[src/rtl/core/cesd_pkg.sv]
// Package for the C escape string decoder.
// Holds the phase type, the queued run type, character constants and decode functions.
// No dependencies.
package cesd_pkg;

	typedef enum logic [1:0] {
		PH_PLAIN = 2'd0,
		PH_BSL   = 2'd1,
		PH_X     = 2'd2,
		PH_X1    = 2'd3
	} phase_t;

	localparam int unsigned RUN_MAX = 4;
	localparam int unsigned RUN_IW  = $clog2(RUN_MAX);

	// up to four decoded bytes from one request
	typedef struct packed {
		logic [RUN_MAX-1:0][7:0] bytes;
		logic [RUN_IW-1:0]       last_idx;
		logic                    str_end;
	} run_t;

	localparam logic [7:0] CH_BSL  = 8'h5C;
	localparam logic [7:0] CH_X    = 8'h78;
	localparam logic [7:0] CH_ZERO = 8'h30;

	// {hit, character}
	function automatic logic [8:0] simple_esc(input logic [7:0] c);
		logic [8:0] r;
		case (c)
			8'h27: r = {1'b1, 8'h27};
			8'h22: r = {1'b1, 8'h22};
			8'h3F: r = {1'b1, 8'h3F};
			8'h5C: r = {1'b1, 8'h5C};
			8'h61: r = {1'b1, 8'h07};
			8'h62: r = {1'b1, 8'h08};
			8'h66: r = {1'b1, 8'h0C};
			8'h6E: r = {1'b1, 8'h0A};
			8'h72: r = {1'b1, 8'h0D};
			8'h74: r = {1'b1, 8'h09};
			8'h76: r = {1'b1, 8'h0B};
			default: r = 9'd0;
		endcase
		return r;
	endfunction

	// {is_hex, nibble}
	function automatic logic [4:0] hex_nib(input logic [7:0] c);
		logic [4:0] r;
		if (c >= 8'h30 && c <= 8'h39) begin
			r = {1'b1, 4'(c - 8'h30)};
		end else if (c >= 8'h61 && c <= 8'h66) begin
			r = {1'b1, 4'(c - 8'h57)};
		end else if (c >= 8'h41 && c <= 8'h46) begin
			r = {1'b1, 4'(c - 8'h37)};
		end else begin
			r = 5'd0;
		end
		return r;
	endfunction

endpackage

[src/rtl/core/c_escape_string_decoder.sv]
// C escape string decoder top level: front end, run queue, back end.
// Data path: each decoded byte is held in the run queue and then in the back end output register.
// Throughput: one request per cycle while the run queue has room; one output byte per
// cycle from the back end while the queue holds a run and the output is not stalled.
// Reset: arst_n clears escape phase, queue pointers and output valid asynchronously.
module c_escape_string_decoder #(
	parameter int unsigned QUEUE_DEPTH = 4
) (
	input  logic       clk,
	input  logic       arst_n,
	input  logic       in_valid,
	output logic       in_ready,
	input  logic [7:0] in_byte,
	input  logic       string_end,
	output logic       out_valid,
	input  logic       out_ready,
	output logic [7:0] out_byte,
	output logic       run_last,
	output logic       string_done
);

	cesd_pkg::run_t wr_run, rd_run;
	logic           q_push, q_pop, q_full, q_empty;

	cesd_front u_front (
		.clk        (clk),
		.arst_n     (arst_n),
		.in_valid   (in_valid),
		.in_ready   (in_ready),
		.in_byte    (in_byte),
		.string_end (string_end),
		.q_full     (q_full),
		.q_push     (q_push),
		.q_run      (wr_run)
	);

	cesd_queue #(
		.DEPTH (QUEUE_DEPTH)
	) u_queue (
		.clk    (clk),
		.arst_n (arst_n),
		.push   (q_push),
		.wr_run (wr_run),
		.full   (q_full),
		.pop    (q_pop),
		.empty  (q_empty),
		.rd_run (rd_run)
	);

	cesd_back u_back (
		.clk         (clk),
		.arst_n      (arst_n),
		.q_empty     (q_empty),
		.q_run       (rd_run),
		.q_pop       (q_pop),
		.out_valid   (out_valid),
		.out_ready   (out_ready),
		.out_byte    (out_byte),
		.run_last    (run_last),
		.string_done (string_done)
	);

endmodule

[src/rtl/core/cesd_front.sv]
// Front end: accepts escaped bytes, tracks escape phase and builds output runs.
// Depends on cesd_pkg.
module cesd_front (
	input  logic               clk,
	input  logic               arst_n,
	input  logic               in_valid,
	output logic               in_ready,
	input  logic [7:0]         in_byte,
	input  logic               string_end,
	input  logic               q_full,
	output logic               q_push,
	output cesd_pkg::run_t     q_run
);

	cesd_pkg::phase_t phase_q, phase_d;
	logic [7:0]       fhc_q, fhc_d;
	logic [2:0]       cnt;
	logic [8:0]       se;
	logic [4:0]       hi, lo;
	logic [7:0]       hv;
	logic             accept;

	assign in_ready = !q_full;
	assign accept   = in_valid && in_ready;
	assign q_push   = accept && (cnt != 3'd0);

	always_ff @(posedge clk or negedge arst_n) begin
		if (!arst_n) begin
			phase_q <= cesd_pkg::PH_PLAIN;
			fhc_q   <= 8'd0;
		end else if (accept) begin
			phase_q <= phase_d;
			fhc_q   <= fhc_d;
		end
	end

	always_comb begin
		phase_d = phase_q;
		fhc_d   = fhc_q;
		q_run   = '0;
		cnt     = 3'd0;
		se      = cesd_pkg::simple_esc(in_byte);
		hi      = cesd_pkg::hex_nib(fhc_q);
		lo      = cesd_pkg::hex_nib(in_byte);
		hv      = {hi[3:0], lo[3:0]};
		case (phase_q)
			cesd_pkg::PH_PLAIN: begin
				if (in_byte == cesd_pkg::CH_BSL) begin
					phase_d = cesd_pkg::PH_BSL;
				end else begin
					q_run.bytes[0] = in_byte;
					cnt = 3'd1;
				end
			end
			cesd_pkg::PH_BSL: begin
				if (in_byte == cesd_pkg::CH_X) begin
					phase_d = cesd_pkg::PH_X;
				end else if (se[8]) begin
					q_run.bytes[0] = se[7:0];
					cnt = 3'd1;
					phase_d = cesd_pkg::PH_PLAIN;
				end else begin
					q_run.bytes[0] = cesd_pkg::CH_BSL;
					q_run.bytes[1] = in_byte;
					cnt = 3'd2;
					phase_d = cesd_pkg::PH_PLAIN;
				end
			end
			cesd_pkg::PH_X: begin
				fhc_d = in_byte;
				phase_d = cesd_pkg::PH_X1;
			end
			cesd_pkg::PH_X1: begin
				if (hi[4] && lo[4]) begin
					if (hv == 8'd0) begin
						q_run.bytes[0] = cesd_pkg::CH_BSL;
						q_run.bytes[1] = cesd_pkg::CH_ZERO;
						cnt = 3'd2;
					end else begin
						q_run.bytes[0] = hv;
						cnt = 3'd1;
					end
				end else begin
					q_run.bytes[0] = cesd_pkg::CH_BSL;
					q_run.bytes[1] = cesd_pkg::CH_X;
					q_run.bytes[2] = fhc_q;
					q_run.bytes[3] = in_byte;
					cnt = 3'd4;
				end
				phase_d = cesd_pkg::PH_PLAIN;
			end
			default: phase_d = cesd_pkg::PH_PLAIN;
		endcase
		// flush of an open escape; nothing was emitted on these paths
		if (string_end) begin
			case (phase_d)
				cesd_pkg::PH_BSL: begin
					q_run.bytes[0] = cesd_pkg::CH_BSL;
					cnt = 3'd1;
				end
				cesd_pkg::PH_X: begin
					q_run.bytes[0] = cesd_pkg::CH_BSL;
					q_run.bytes[1] = cesd_pkg::CH_X;
					cnt = 3'd2;
				end
				cesd_pkg::PH_X1: begin
					q_run.bytes[0] = cesd_pkg::CH_BSL;
					q_run.bytes[1] = cesd_pkg::CH_X;
					q_run.bytes[2] = in_byte;
					cnt = 3'd3;
				end
				default: ;
			endcase
			phase_d = cesd_pkg::PH_PLAIN;
		end
		q_run.last_idx = cnt[1:0] - 2'd1;
		q_run.str_end  = string_end;
	end

endmodule

[src/rtl/core/cesd_queue.sv]
// Run queue between front and back end of the decoder.
// Depends on cesd_pkg.
module cesd_queue #(
	parameter int unsigned DEPTH = 4
) (
	input  logic           clk,
	input  logic           arst_n,
	input  logic           push,
	input  cesd_pkg::run_t wr_run,
	output logic           full,
	input  logic           pop,
	output logic           empty,
	output cesd_pkg::run_t rd_run
);

	localparam int unsigned AW = $clog2(DEPTH);
	localparam int unsigned CW = $clog2(DEPTH + 1);
	localparam logic [AW-1:0] LAST = AW'(DEPTH - 1);

	cesd_pkg::run_t    mem_q [DEPTH];
	logic [AW-1:0]     wp_q, rp_q;
	logic [CW-1:0]     cnt_q;

	assign full   = (cnt_q == CW'(DEPTH));
	assign empty  = (cnt_q == '0);
	assign rd_run = mem_q[rp_q];

	always_ff @(posedge clk) begin
		if (push) begin
			mem_q[wp_q] <= wr_run;
		end
	end

	always_ff @(posedge clk or negedge arst_n) begin
		if (!arst_n) begin
			wp_q  <= '0;
			rp_q  <= '0;
			cnt_q <= '0;
		end else begin
			if (push) begin
				wp_q <= (wp_q == LAST) ? '0 : wp_q + 1'b1;
			end
			if (pop) begin
				rp_q <= (rp_q == LAST) ? '0 : rp_q + 1'b1;
			end
			if (push && !pop) begin
				cnt_q <= cnt_q + 1'b1;
			end else if (pop && !push) begin
				cnt_q <= cnt_q - 1'b1;
			end
		end
	end

endmodule

[src/rtl/core/cesd_back.sv]
// Back end: unrolls queued runs to an output register, one byte per cycle unless stalled.
// Depends on cesd_pkg.
module cesd_back (
	input  logic           clk,
	input  logic           arst_n,
	input  logic           q_empty,
	input  cesd_pkg::run_t q_run,
	output logic           q_pop,
	output logic           out_valid,
	input  logic           out_ready,
	output logic [7:0]     out_byte,
	output logic           run_last,
	output logic           string_done
);

	logic [cesd_pkg::RUN_IW-1:0] idx_q;
	logic                        vld_q;
	logic [7:0]                  byte_q;
	logic                        last_q, done_q;
	logic                        load, last;

	assign load  = !q_empty && (!vld_q || out_ready);
	assign last  = (idx_q == q_run.last_idx);
	assign q_pop = load && last;

	always_ff @(posedge clk or negedge arst_n) begin
		if (!arst_n) begin
			vld_q <= 1'b0;
			idx_q <= '0;
		end else if (load) begin
			vld_q <= 1'b1;
			idx_q <= last ? '0 : idx_q + 1'b1;
		end else if (out_ready) begin
			vld_q <= 1'b0;
		end
	end

	always_ff @(posedge clk) begin
		if (load) begin
			byte_q <= q_run.bytes[idx_q];
			last_q <= last;
			done_q <= last && q_run.str_end;
		end
	end

	assign out_valid   = vld_q;
	assign out_byte    = byte_q;
	assign run_last    = last_q;
	assign string_done = done_q;

endmodule

[config.mk]
export PLATFORM = sky130hd
export DESIGN_NAME = c_escape_string_decoder
export DESIGN_NICKNAME = d
export VERILOG_FILES = /design/src/rtl/core/cesd_pkg.sv /design/src/rtl/core/c_escape_string_decoder.sv /design/src/rtl/core/cesd_front.sv /design/src/rtl/core/cesd_queue.sv /design/src/rtl/core/cesd_back.sv
export SDC_FILE = /design/constraint.sdc
export NUM_CORES = 1
export LEC_CHECK = 0
export BUFFER_PORTS_ARGS = -buffer_cell sky130_fd_sc_hd__buf_2
export CORE_MARGIN = 3
export CORE_UTILIZATION = 24
export CTS_BUF_LIST = sky130_fd_sc_hd__clkbuf_8
export DETAILED_ROUTE_END_ITERATION = 12
export PLACE_DENSITY = 0.48
export SYNTH_ARGS = -nofsm -noshare
export SYNTH_HDL_FRONTEND = slang
export SYNTH_SLANG_ARGS = --single-unit
[constraint.sdc]
create_clock -name clk -period 4.15 [get_ports clk]
set_input_delay 0.2075 -clock clk [delete_from_list [all_inputs] [get_ports clk]]
set_output_delay 0.2075 -clock clk [all_outputs]
set_load 0.005 [all_outputs]
==> impl_metrics.json <==
{
  "total_power_mw": 5.09,
  "yosys_most_used_dff": "edfxtp_1",
  "rsz0062_at_grt": "false",
  "period_minus_slack_ps": 3790,
  "setup_violations": 0,
  "yosysWarnings": 0,
  "synth-seq-cells": 170,
  "first_global_vias": 4591,
  "clkTransAtPathRegs_ps": 80,
  "first_pass_iters": 6,
  "grt_max_degree": 36,
  "syn_nets": 515,
  "gr-max-usage-layer": "met2",
  "vias": 4339,
  "syn_inst": 485,
  "antenna_found_initial": 0,
  "p_int_mw": 3.62,
  "syn2layout_area_growth_pct": 13.6,
  "seqPwrFrac": 0.480,
  "htreeDepth": 4,
  "clock-root-buffer": "clkbuf_8",
  "power_frac_comb": 0.293,
  "viasPerCell": 4.54,
  "leakage_nw": 3.02,
  "cts_tree": "yes",
  "tightestPinTransition_ps": 987,
  "async_flop_share": 0.118,
  "fin_skew_ps": 13.0,
  "cts_made_buffers": 17,
  "ys_seq_area_frac": 0.642,
  "setup_tns_ps": 0,
  "dp_hpwl_mm": 11.4,
  "post-cts-setup-buffers": 0,
  "crit_arrival_ps": 4150,
  "fp-row-count": 65,
  "use_met3": 0.0228,
  "synth-edff-count": 150,
  "end_kind": "flop",
  "drc_errors": 0,
  "place.gp.congestion": 0.888,
  "hold_viol": 0,
  "power_density_nw_per_um2": 575,
  "n_fill_cell": 3197,
  "maxSlewHeadroom": 0.342,
  "clk_latency_ps": 440,
  "maxCapViolCount": 0,
  "wirelength_mm": 17.7,
  "path_delay_family": "compound AO/OA/AOI/OAI gates",
  "p_switching_mw": 1.48,
  "crit_chain": "inv_1 > ha_1 > o21bai_1 > a21oi_2 > a31oi_1 > nor2_1 > nand2_1 > o21a_1 > ha_1 > inv_1 > o21ba_1 > ha_1 > inv_1 > fa_1 > xor2_1 > nor2_1 > xor2_1",
  "synth_area_leader_cell": "edfxtp_1",
  "slew_violations": 0,
  "die-height_um": 186,
  "crit_buf_inv": 3,
  "cp_slowest_cell": "dfrtp_1",
  "cts.sinks": 170,
  "die_w_um": 186,
  "ir_drop_mv": 0.215,
  "drt_iter0_drc": 406,
  "drive_gt1_frac": 0.225,
  "switching_share": 0.290,
  "max_stage_delay_ps": 490,
  "ant_nets": 0,
  "worst_ep_required_time_ps": 4510,
  "ios": 25,
  "wire_per_inst_um": 18.6,
  "crit_path_start_kind": "flop",
  "grt_pass1_wl_mm": 27.8,
  "antenna_cells": 0,
  "initial_utilization": 0.245,
  "max_freq_mhz": 264,
  "synth_area_sq_um": 7800,
  "yosys-top-cells-area": "edfxtp_1, mux4_2, dfrtp_1",
  "cts_buffer_depth": 2,
  "met1_usage": 0.145,
  "io_buffers": 24,
  "synth_top_area_share": 0.577,
  "power_frac_clock": 0.227,
  "hold_path.class": "in -> reg",
  "path_max_fanout": 9,
  "grt_util_all_layers": 0.107,
  "die-area_sq_um": 34700,
  "syn_area_per_cell_sq_um": 16.1,
  "fin_crit_sh": 0.914,
  "criticalPathCategory": "reg -> reg",
  "core_sq_um": 31800,
  "grtUsageMet2": 0.175,
  "nets": 538,
  "run_status": "complete, no violations",
  "ys_types": 65,
  "gr-total-overflow": 0
}
[layout by cell type, fill, tap and decap left out, types with 5 or more instances in the layout]
cell type | Yosys | routed
nor3_1 | 7 | 7
buf_4 | 1 | 5
nor2_1 | 14 | 14
a22o_1 | 8 | 8
edfxtp_1 | 150 | 150
clkbuf_8 | 0 | 17
nand2b_1 | 5 | 5
and2_1 | 20 | 20
nand2_1 | 25 | 25
inv_1 | 13 | 15
xnor2_1 | 7 | 7
a21oi_1 | 7 | 5
nand3_1 | 6 | 6
nand4_1 | 5 | 5
mux2_2 | 6 | 6
buf_2 | 14 | 24
a21o_1 | 5 | 5
o21ai_0 | 16 | 16
mux4_2 | 43 | 43
dfrtp_1 | 20 | 19
a31oi_1 | 5 | 5
ha_1 | 16 | 16
nor2b_1 | 6 | 6
nand4b_1 | 5 | 5
[per-layer routing]
metal / share of wire / routed length (um)
met1: 0.46 / 8140
met2: 0.49 / 8610
met3: 0.045 / 807
met4: 0.011 / 187
met5: 0 / 0
[synthesized netlist by cell type, types with 2 or more instances]
cell / n
edfxtp_1: 150
mux4_2: 43
nand2_1: 25
and2_1: 20
dfrtp_1: 20
ha_1: 16
o21ai_0: 16
buf_2: 14
clkbuf_1: 14
nor2_1: 14
inv_1: 13
a22o_1: 8
a21oi_1: 7
nor3_1: 7
xnor2_1: 7
mux2_2: 6
nand3_1: 6
nor2b_1: 6
a21o_1: 5
a31oi_1: 5
nand2b_1: 5
nand4_1: 5
nand4b_1: 5
nor4_1: 4
o21a_1: 4
a211o_1: 3
a31o_1: 3
mux2i_1: 3
nor3b_1: 3
o21bai_1: 3
o221ai_1: 3
xor2_1: 3
mux2_4: 2
nand3b_1: 2
nand4bb_1: 2
o21ai_1: 2
o22ai_1: 2
or3_1: 2
[power by group through the flow]
stage | Sequential (mW) | Combinational [mW] | Clock, mW
6_report | 2.44 | 1.49 | 1.16
5_1_grt | 2.49 | 1.64 | 1.27
4_1_cts | 2.45 | 1.55 | 1.20
3_5_place_dp | 2.49 | 1.55 | 0
3_3_place_gp | 2.47 | 1.51 | 0
2_1_floorplan | 2.43 | 1.08 | 0
[registers in the layout, summed over array words and instances (netlist names)]
register / flops
u_queue.mem_q: 140
u_back.out_byte: 8
u_front.fhc_q: 8
u_queue.cnt_q: 3
u_back.idx_q: 2
u_front.phase_q: 2
u_queue.rp_q: 2
u_queue.wp_q: 2
u_back.out_valid: 1
u_back.run_last: 1
u_back.string_done: 1
[metrics by stage]
stage / cell area [sq um] / setup slack (ps) / hold slack (ps) / utilization / std cells
3_3_place_gp: 8450 / 418 / 218 / 0.266 / 922
6_report: 8860 / 358 / 101 / 0.279 / 956
5_1_grt: 8860 / 3.19 / 74.2 / 0.279 / 956
4_1_cts: 8860 / 207 / 51.7 / 0.279 / 956
2_1_floorplan: 7800 / 489 / -88.1 / - / 485
3_5_place_dp: 8450 / 215 / 222 / 0.266 / 922
[logic make-up after synthesis]
kind of cell / synth area share
fa+ha+maj: 0.0282
flops: 0.642
compound gates: 0.0687
xor+xnor: 0.0112
simple gates: 0.0834
mux: 0.142
buf+inv: 0.0249
[area by class of cell]
class,instances,area (sq um),share of cell area
flip-flops and latches,170,5010,0.565
multi-input cells,271,2620,0.295
well taps,435,544,0.0614
repair buffers,35,258,0.0291
clock buffers,17,234,0.0264
clock inverters,15,158,0.0178
inverters,13,48.8,0.00551
[final timing paths]
path	cells after the start	from	slack, ps	endpoint
setup / recovery	17	u_front.fhc_q[0]	360	u_queue.cnt_q[2]
hold / removal	1	string_end	100	u_queue.mem_q[2][0]
setup reg to reg	17	u_front.fhc_q[0]	360	u_queue.cnt_q[2]
hold reg to reg	1	u_queue.cnt_q[2]	510	u_queue.cnt_q[2]
max in group asynchronous	2	arst_n	3480	u_queue.rp_q[0]
min in group asynchronous	2	arst_n	280	u_back.out_valid
[repair_timing]
action	in CTS	in global routing
hold buffers	2	0
endpoints found under the setup margin	0	2
endpoints found under the hold margin	21	0
resized for setup	0	1
(Power assumes the default switching activity.)
